<file path="src/design/yuyv_to_rgb_framebuffer_writer_defines.svh">
// Assertion macros shared by the YUYV to RGB framebuffer writer.
`ifndef YUYV_TO_RGB_FRAMEBUFFER_WRITER_DEFINES_SVH
`define YUYV_TO_RGB_FRAMEBUFFER_WRITER_DEFINES_SVH

// The consequent must hold in the same cycle as the antecedent.
`define YRGB_ASSERT_SAME(label, ante, cons) \
   label: assert property (@(posedge clock) disable iff (reset) (ante) |-> (cons)) \
      else $error("yrgb same-cycle check failed");

// The consequent must hold in the cycle after the antecedent.
`define YRGB_ASSERT_NEXT(label, ante, cons) \
   label: assert property (@(posedge clock) disable iff (reset) (ante) |=> (cons)) \
      else $error("yrgb next-cycle check failed");

`endif

</file>
<file path="src/design/yrgb_pkg.sv">
// Shared types and constants of the YUYV to RGB framebuffer writer.
package yrgb_pkg;

   localparam int MAX_FRAME_WIDTH  = 2048;
   localparam int MAX_FRAME_HEIGHT = 2048;

   localparam int CSR_INDEX_W = 3;
   localparam int CSR_DATA_W  = 13;

   localparam logic [CSR_INDEX_W-1:0] CSR_FRAME_WIDTH  = 3'd0;
   localparam logic [CSR_INDEX_W-1:0] CSR_FRAME_HEIGHT = 3'd1;
   localparam logic [CSR_INDEX_W-1:0] CSR_X_OFFSET     = 3'd2;
   localparam logic [CSR_INDEX_W-1:0] CSR_Y_OFFSET     = 3'd3;
   localparam logic [CSR_INDEX_W-1:0] CSR_SCREEN_WIDTH = 3'd4;
   localparam logic [CSR_INDEX_W-1:0] CSR_PIXEL_MODE   = 3'd5;

   localparam logic MODE_RGB565 = 1'b0;
   localparam logic MODE_RGB888 = 1'b1;

   // Division by 10000 is done as a multiply by a rounded-up reciprocal.
   localparam int          RECIP_SHIFT = 37;
   localparam int          CHROMA_PROD_W = 46;
   localparam longint unsigned RECIP =
      ((64'd1 << RECIP_SHIFT) + 64'd9999) / 64'd10000;
   localparam longint unsigned K_G_U  = 64'd3455 * RECIP;
   localparam longint unsigned K_G_V  = 64'd7169 * RECIP;
   localparam longint unsigned K_B_U  = 64'd17790 * RECIP;
   localparam longint unsigned K_R_V  = 64'd4075 * RECIP;
   localparam longint unsigned K_BIAS = 64'd9999 * RECIP;

   typedef struct packed {
      logic signed [9:0] r_add;
      logic signed [9:0] g_sub;
      logic signed [9:0] b_add;
   } yrgb_chroma_type;

endpackage

</file>
<file path="src/design/yrgb_chroma.sv">
// Shared chroma terms of one YUYV word, computed once and registered.
module yrgb_chroma
   import yrgb_pkg::*;
(
   input  logic            clock,
   input  logic            load,
   input  logic [7:0]      u_byte,
   input  logic [7:0]      v_byte,
   output yrgb_chroma_type chroma
);

   yrgb_chroma_type chroma_ff;
   yrgb_chroma_type chroma_in;

   logic              u_neg;
   logic              v_neg;
   logic [7:0]        u_abs;
   logic [7:0]        v_abs;
   logic [8:0]        q_gu;
   logic [8:0]        q_gv;
   logic [8:0]        q_bu;
   logic [8:0]        q_rv;
   logic signed [9:0] gu_term;
   logic signed [9:0] gv_term;
   logic signed [9:0] v_signed;
   logic signed [9:0] rv_term;

   function automatic logic [8:0] scale_div(input logic [7:0] mag,
                                            input logic [CHROMA_PROD_W-1:0] k,
                                            input logic [CHROMA_PROD_W-1:0] bias);
      logic [CHROMA_PROD_W-1:0] prod;
      prod = CHROMA_PROD_W'(mag) * k + bias;
      return prod[RECIP_SHIFT +: 9];
   endfunction

   always_comb begin
      u_neg = ~u_byte[7];
      v_neg = ~v_byte[7];
      u_abs = u_byte[7] ? {1'b0, u_byte[6:0]} : 8'(9'd256 - {1'b0, u_byte} - 9'd128);
      v_abs = v_byte[7] ? {1'b0, v_byte[6:0]} : 8'(9'd256 - {1'b0, v_byte} - 9'd128);
      q_gu = scale_div(u_abs, CHROMA_PROD_W'(K_G_U), '0);
      q_gv = scale_div(v_abs, CHROMA_PROD_W'(K_G_V), '0);
      q_bu = scale_div(u_abs, CHROMA_PROD_W'(K_B_U), '0);
      // A negative red term rounds toward minus infinity.
      q_rv = scale_div(v_abs, CHROMA_PROD_W'(K_R_V),
                       v_neg ? CHROMA_PROD_W'(K_BIAS) : '0);
      gu_term  = u_neg ? -$signed({1'b0, q_gu}) : $signed({1'b0, q_gu});
      gv_term  = v_neg ? -$signed({1'b0, q_gv}) : $signed({1'b0, q_gv});
      v_signed = $signed({2'b00, v_byte}) - 10'sd128;
      rv_term  = v_neg ? -$signed({1'b0, q_rv}) : $signed({1'b0, q_rv});
      chroma_in.r_add = v_signed + rv_term;
      chroma_in.g_sub = gu_term + gv_term;
      chroma_in.b_add = u_neg ? -$signed({1'b0, q_bu}) : $signed({1'b0, q_bu});
   end

   always_ff @(posedge clock) begin
      if (load) begin
         chroma_ff <= chroma_in;
      end
   end

   assign chroma = chroma_ff;

endmodule

</file>
<file path="src/design/yrgb_lane.sv">
// One pixel lane: adds luma to the chroma terms, clamps and packs the color.
module yrgb_lane
   import yrgb_pkg::*;
(
   input  logic [7:0]      luma,
   input  yrgb_chroma_type chroma,
   input  logic            pixel_mode,
   output logic [23:0]     pixel
);

   logic signed [10:0] r_sum;
   logic signed [10:0] g_sum;
   logic signed [10:0] b_sum;
   logic [7:0]         r_val;
   logic [7:0]         g_val;
   logic [7:0]         b_val;

   function automatic logic [7:0] clamp8(input logic signed [10:0] x);
      if (x < 0) begin
         return 8'd0;
      end else if (x > 11'sd255) begin
         return 8'd255;
      end
      return x[7:0];
   endfunction

   always_comb begin
      r_sum = $signed({3'b000, luma}) + 11'(chroma.r_add);
      g_sum = $signed({3'b000, luma}) - 11'(chroma.g_sub);
      b_sum = $signed({3'b000, luma}) + 11'(chroma.b_add);
      r_val = clamp8(r_sum);
      g_val = clamp8(g_sum);
      b_val = clamp8(b_sum);
      case (pixel_mode)
         MODE_RGB888: begin
            pixel = {r_val, g_val, b_val};
         end
         default: begin
            pixel = {8'd0, r_val[7:3], g_val[7:2], b_val[7:3]};
         end
      endcase
   end

endmodule

</file>
<file path="src/design/yuyv_to_rgb_framebuffer_writer.sv">
// Top level: YUYV 4:2:2 word to two RGB pixels with their framebuffer address.
// An accepted item passes through the stage-one registers and then the rsp_ output registers.
// Throughput: one item per cycle while rsp_stall is not held, set by the two pipeline registers.
// The address multiply sits in the first stage, the two pixel lanes in the second.
// Synchronous reset loads the CSR defaults and clears the pipeline valids and position counters.
`include "yuyv_to_rgb_framebuffer_writer_defines.svh"
module yuyv_to_rgb_framebuffer_writer
   import yrgb_pkg::*;
(
   input  logic                   clock,
   input  logic                   reset,
   input  logic                   req_valid,
   output logic                   req_stall,
   input  logic                   req_first_of_frame,
   input  logic [31:0]            req_yuyv_word,
   output logic                   rsp_valid,
   input  logic                   rsp_stall,
   output logic [26:0]            rsp_byte_address,
   output logic [23:0]            rsp_pixel_left,
   output logic [23:0]            rsp_pixel_right,
   output logic                   rsp_last_of_frame,
   input  logic                   csr_write_enable,
   input  logic [CSR_INDEX_W-1:0] csr_index,
   input  logic [CSR_DATA_W-1:0]  csr_data
);

   logic [11:0] frame_width_ff;
   logic [11:0] frame_height_ff;
   logic [11:0] x_offset_ff;
   logic [11:0] y_offset_ff;
   logic [12:0] screen_width_ff;
   logic        pixel_mode_ff;

   logic [9:0]  pair_column_ff;
   logic [9:0]  pair_column_in;
   logic [10:0] row_index_ff;
   logic [10:0] row_index_in;

   logic        s1_valid_ff;
   logic [25:0] s1_prod_ff;
   logic [25:0] s1_prod_in;
   logic [12:0] s1_col_ff;
   logic [12:0] s1_col_in;
   logic [7:0]  s1_y0_ff;
   logic [7:0]  s1_y1_ff;
   logic        s1_last_ff;

   logic        rsp_valid_ff;
   logic [26:0] rsp_addr_ff;
   logic [26:0] rsp_addr_in;
   logic [23:0] rsp_left_ff;
   logic [23:0] rsp_left_in;
   logic [23:0] rsp_right_ff;
   logic [23:0] rsp_right_in;
   logic        rsp_last_ff;

   logic        adv2;
   logic        adv1;
   logic        accept;
   logic [11:0] width_lim;
   logic [10:0] pairs_eff;
   logic [11:0] height_eff;
   logic [9:0]  cur_pair;
   logic [10:0] cur_row;
   logic        line_end;
   logic        row_end;
   logic        last_in;
   logic [12:0] row_sum;
   logic [26:0] addr_sum;

   yrgb_chroma_type chroma;

   always_ff @(posedge clock) begin
      if (reset) begin
         frame_width_ff  <= 12'd176;
         frame_height_ff <= 12'd144;
         x_offset_ff     <= 12'd0;
         y_offset_ff     <= 12'd0;
         screen_width_ff <= 13'd640;
         pixel_mode_ff   <= MODE_RGB565;
      end else if (csr_write_enable) begin
         case (csr_index)
            CSR_FRAME_WIDTH:  frame_width_ff  <= csr_data[11:0];
            CSR_FRAME_HEIGHT: frame_height_ff <= csr_data[11:0];
            CSR_X_OFFSET:     x_offset_ff     <= csr_data[11:0];
            CSR_Y_OFFSET:     y_offset_ff     <= csr_data[11:0];
            CSR_SCREEN_WIDTH: screen_width_ff <= csr_data;
            CSR_PIXEL_MODE:   pixel_mode_ff   <= csr_data[0];
            default: begin
            end
         endcase
      end
   end

   assign adv2      = ~rsp_valid_ff | ~rsp_stall;
   assign adv1      = ~s1_valid_ff | adv2;
   assign accept    = req_valid & adv1;
   assign req_stall = ~adv1;

   always_comb begin
      width_lim  = (frame_width_ff > 12'(MAX_FRAME_WIDTH)) ? 12'(MAX_FRAME_WIDTH)
                                                           : frame_width_ff;
      pairs_eff  = (width_lim[11:1] == 11'd0) ? 11'd1 : width_lim[11:1];
      height_eff = (frame_height_ff > 12'(MAX_FRAME_HEIGHT)) ? 12'(MAX_FRAME_HEIGHT)
                                                             : frame_height_ff;
      if (height_eff == 12'd0) begin
         height_eff = 12'd1;
      end
      cur_pair = req_first_of_frame ? 10'd0 : pair_column_ff;
      cur_row  = req_first_of_frame ? 11'd0 : row_index_ff;
      line_end = ({1'b0, cur_pair} + 11'd1) >= pairs_eff;
      row_end  = ({1'b0, cur_row} + 12'd1) >= height_eff;
      last_in  = line_end & row_end;
      if (line_end) begin
         pair_column_in = 10'd0;
         row_index_in   = row_end ? 11'd0 : 11'(cur_row + 11'd1);
      end else begin
         pair_column_in = 10'(cur_pair + 10'd1);
         row_index_in   = cur_row;
      end
      row_sum    = 13'(cur_row) + 13'(y_offset_ff);
      s1_prod_in = 26'(row_sum) * 26'(screen_width_ff);
      s1_col_in  = 13'({cur_pair, 1'b0}) + 13'(x_offset_ff);
   end

   always_ff @(posedge clock) begin
      if (reset) begin
         pair_column_ff <= '0;
         row_index_ff   <= '0;
      end else if (accept) begin
         pair_column_ff <= pair_column_in;
         row_index_ff   <= row_index_in;
      end
   end

   yrgb_chroma u_chroma (
      .clock  (clock),
      .load   (accept),
      .u_byte (req_yuyv_word[15:8]),
      .v_byte (req_yuyv_word[31:24]),
      .chroma (chroma)
   );

   always_ff @(posedge clock) begin
      if (reset) begin
         s1_valid_ff <= 1'b0;
      end else if (adv1) begin
         s1_valid_ff <= req_valid;
      end
   end

   always_ff @(posedge clock) begin
      if (accept) begin
         s1_prod_ff <= s1_prod_in;
         s1_col_ff  <= s1_col_in;
         s1_y0_ff   <= req_yuyv_word[7:0];
         s1_y1_ff   <= req_yuyv_word[23:16];
         s1_last_ff <= last_in;
      end
   end

   yrgb_lane u_lane_left (
      .luma       (s1_y0_ff),
      .chroma     (chroma),
      .pixel_mode (pixel_mode_ff),
      .pixel      (rsp_left_in)
   );

   yrgb_lane u_lane_right (
      .luma       (s1_y1_ff),
      .chroma     (chroma),
      .pixel_mode (pixel_mode_ff),
      .pixel      (rsp_right_in)
   );

   always_comb begin
      addr_sum = 27'(s1_prod_ff) + 27'(s1_col_ff);
      case (pixel_mode_ff)
         MODE_RGB888: rsp_addr_in = {addr_sum[24:0], 2'b00};
         default:     rsp_addr_in = {addr_sum[25:0], 1'b0};
      endcase
   end

   always_ff @(posedge clock) begin
      if (reset) begin
         rsp_valid_ff <= 1'b0;
      end else if (adv2) begin
         rsp_valid_ff <= s1_valid_ff;
      end
   end

   always_ff @(posedge clock) begin
      if (adv2 && s1_valid_ff) begin
         rsp_addr_ff  <= rsp_addr_in;
         rsp_left_ff  <= rsp_left_in;
         rsp_right_ff <= rsp_right_in;
         rsp_last_ff  <= s1_last_ff;
      end
   end

   assign rsp_valid         = rsp_valid_ff;
   assign rsp_byte_address  = rsp_addr_ff;
   assign rsp_pixel_left    = rsp_left_ff;
   assign rsp_pixel_right   = rsp_right_ff;
   assign rsp_last_of_frame = rsp_last_ff;

   `YRGB_ASSERT_SAME(a_stall_only_when_full, req_stall, s1_valid_ff && !adv2)
   `YRGB_ASSERT_NEXT(a_accept_fills_stage1, accept, s1_valid_ff)
   `YRGB_ASSERT_NEXT(a_stage1_moves_on, s1_valid_ff && adv2, rsp_valid_ff)
   `YRGB_ASSERT_NEXT(a_frame_end_rewinds, accept && last_in,
                     pair_column_ff == 10'd0 && row_index_ff == 11'd0)

endmodule

</file>
<file path="config.mk">
export PLATFORM = sky130hd
export DESIGN_NAME = yuyv_to_rgb_framebuffer_writer
export DESIGN_NICKNAME = d
export VERILOG_FILES = /design/src/design/yrgb_pkg.sv /design/src/design/yrgb_chroma.sv /design/src/design/yrgb_lane.sv /design/src/design/yuyv_to_rgb_framebuffer_writer.sv
export VERILOG_INCLUDE_DIRS = /design/src /design/src/design
export SDC_FILE = /design/constraint.sdc
export NUM_CORES = 1
export LEC_CHECK = 0
export ABC_AREA = 1
export BUFFER_PORTS_ARGS = -buffer_cell sky130_fd_sc_hd__buf_2
export CAP_MARGIN = 20
export CORE_MARGIN = 4
export CORE_UTILIZATION = 60
export CTS_BUF_LIST = sky130_fd_sc_hd__clkbuf_16
export DETAILED_ROUTE_END_ITERATION = 10
export GPL_TIMING_DRIVEN = 0
export PLACE_DENSITY_LB_ADDON = 0.12
export SYNTH_ARGS = -nofsm -noshare
export SYNTH_HDL_FRONTEND = slang
export SYNTH_SLANG_ARGS = --single-unit
</file>
<file path="constraint.sdc">
create_clock -name clock -period 19.35 [get_ports clock]
set_input_delay 2.9025 -clock clock [delete_from_list [all_inputs] [get_ports clock]]
set_output_delay 2.9025 -clock clock [all_outputs]
set_load 0.01 [all_outputs]
</file>
==> summary.txt <==
Cells after Synth: 4811
instance count along the most critical hold path: 0
maximum number of pins on one net before global-route repair: 51
share of Yosys cell area claimed by the top area cell type: 0.187
layout cells sized above 1: 0.0597
hold violation total from the final report: 0
Via Count: 32150
min cycle time layout: 13.03 ns
count of hold buffers inserted by post-cts repair: 0
count of cells along the worst register-to-register path: 43
TritonCTS clock tree: done
via count of the first global-routing pass: 31250
critical path's most frequent cell: sky130_fd_sc_hd__nand2_1
Warnings, synthesis: 0
count of TritonRoute iterations in the first routing pass: 6
max cap viols: 0
leading cell types by total area after synthesis: sky130_fd_sc_hd__ha_1 19%, sky130_fd_sc_hd__fa_1 18%, sky130_fd_sc_hd__edfxtp_1 13%, sky130_fd_sc_hd__nand2_1 9.4%, sky130_fd_sc_hd__inv_1 9.1%
maximum clock path buffer count: 3
Final TNS setup: 0 ns
Final Max Tran Viols: 0
number of antenna violations at the first check in global routing: 0
maximum VDD drop: 151 uV
overall overflow remaining after global route: 0
Clock Sinks: 246
sequential element share of the synthesized area: 0.176
Die Ht: 257 microns
final setup violation count: 0
clock tree root buffer cell: sky130_fd_sc_hd__clkbuf_16
number of gates resized after cts: 0
fraction of registers with async set/reset: 0
ratio of routed vias to standard cells: 5.57
ant diodes: 0
final worst-path cycle share: 0.673
latest clock arrival within the worst-skew pair: 0.53 ns
global placer's final weighted congestion: 1.00
number of placed cells counting well taps: 5734
overall global routing resource usage: 0.299
H-Tree Depth: 1
count of buffers from port buffering: 130
synthesized netlist net count: 5756
detail-routed net length per standard cell: 17.3 microns
kind of path behind the tightest hold check: reg -> reg
count of nets after finishing: 5924
skew final: 0.0136 ns
type of the worst setup path: in -> reg
die outline area: 0.0660 sq mm
IO Pins: 132
reported leakage power: 0.0207 uW
area of the core: 0.0608 sq mm
post-detailed-route DRC marker count: 0
half-perimeter wire length of the detailed placement result: 85000 microns
most frequent cells in the layout: 928 x sky130_fd_sc_hd__nand2_1, 906 x sky130_fd_sc_hd__inv_1, 556 x sky130_fd_sc_hd__ha_1
library cell occupying the most area in the post-synthesis netlist: sky130_fd_sc_hd__ha_1
Synth-to-Final Area Change: 7.00%
wire length of the first global-routing pass: 161000 microns
drt first-iter violations: 2485
required time of the worst setup path: 19.62 ns
Non-Filler Instances: 5777
Syn Std Cell Area: 0.0372 sq mm
status: finished, final reports clean
synthesized flop and latch total: 246
number of CTS-inserted buffers: 23
peak per-stage delay on the critical path: 0.70 ns
mean post-synth cell area: 7.72 sq um
most frequent standard cell in the layout excluding fill and tap cells: sky130_fd_sc_hd__nand2_1
number of filler cells placed in the layout: 5430
unrepaired setup endpoints after global routing: no
Synth Flop Type: sky130_fd_sc_hd__edfxtp_1
count of buffers added by post-CTS timing repair for setup: 0
normalized max-slew margin: 0.315
number of enable flip-flop cells after synthesis: 161
number of cell rows: 90
starting density of the core: 0.611
final wirelength: 99900 microns
Distinct cells, synth: 58
number of antenna-violating nets in the routed design: 0
Fmax: 76.8 MHz
CP Data Arrival Time: 13.29 ns
peak fanout along the critical path: 16
cell area power density: 147 mW/mm^2
startpoint types: primary input
clock-pin transition on the worst setup and hold timing paths: 0.07 ns
transition time at the pin with the least slew margin: 1.02 ns
critical path's slowest cell: sky130_fd_sc_hd__nor2_1
Die Wd: 257 microns
kind of end point of the critical path: flip-flop
## area by class of cell
| class | count | area [sq um] | area share |
|---|---|---|---|
| timing repair buffer | 143 | 835 | 0.0210 |
| clock buffer | 23 | 576 | 0.0145 |
| buffer | 63 | 256 | 0.00645 |
| inverter | 923 | 3460 | 0.0871 |
| multi-input combinational | 3579 | 26900 | 0.677 |
| clock inverter | 18 | 181 | 0.00456 |
| tap | 782 | 978 | 0.0246 |
| sequential | 246 | 6540 | 0.164 |
## report_power, final
group          switching (uW)  total (uW)  internal (uW)
Combinational            2950        4620           1660
Clock                     198         468            269
Sequential               48.8         771            722
## final timing paths
check / start / end / slack, ns
setup / recovery: req_yuyv_word[24] / u_chroma.chroma[28] / 6.32
hold / removal: s1_last_ff / rsp_last_of_frame / 0.43
setup reg to reg: row_index_ff[0] / s1_prod_ff[25] / 11.45
hold reg to reg: s1_last_ff / rsp_last_of_frame / 0.43
## worst max-delay path, delay by kind of cell
family | cells | cell delay (ns)
AND/OR/NAND/NOR | 25 | 3.67
adder cells (fa/ha/maj) | 8 | 3.48
AO/OA/AOI/OAI | 8 | 1.54
buffers and inverters | 9 | 1.51
XOR/XNOR | 1 | 0.15
## sequential cells by signal (all words and copies together), names as in the netlist, 11 cells and up
register / flops
u_chroma.chroma: 30
rsp_byte_address: 26
s1_prod_ff: 26
rsp_pixel_left: 24
rsp_pixel_right: 24
s1_col_ff: 13
screen_width_ff: 13
frame_height_ff: 12
frame_width_ff: 12
x_offset_ff: 12
y_offset_ff: 12
row_index_ff: 11
## metal layers
metal  GRT usage  wire, microns  vias to the layer above
met1       0.407          43000                    14981
met3      0.0393           7050                      190
li1            -              -                    15902
met2       0.498          46400                     1077
met5           0              0                        -
met4      0.0974           3520                        0
## synthesized netlist by cell type, drive strengths merged (29+ instances only)
library cell  number
nor3              55
xnor2             70
dfxtp             85
inv              912
ha               556
nand3            178
a21oi            354
o21ai            272
a31oi             36
fa               335
clkbuf            57
or2               29
nand4             38
edfxtp           161
xor2             116
nand2            969
nor2             404
## cells by family (layout without fill, tap and decap cells)
group	Yosys count	in the layout	synth area share
AND/OR/NAND/NOR	1719	1719	0.196
buffers and inverters	986	1170	0.100
adder cells (fa/ha/maj)	891	891	0.368
AO/OA/AOI/OAI	780	780	0.116
flip-flops	246	246	0.176
XOR/XNOR	186	186	0.0440
multiplexers	2	2	0.000539
other	1	1	0.000101
## through the flow
step | hold WS [ns] | area [sq um] | total power, uW | setup slack [ns] | util
after detailed placement | 0.406 | 39000 | 5330 | 5.98 | 0.641
after global routing | 0.441 | 39800 | 6510 | 5.34 | 0.654
final | 0.429 | 39800 | 5850 | 6.32 | 0.654
after CTS | 0.425 | 39700 | 5820 | 6.51 | 0.653
after global placement | 0.413 | 38800 | 5260 | 5.70 | 0.638
after floorplan | 0.400 | 37200 | 4210 | 8.07 | -
Power figures use the tool's default switching activity.
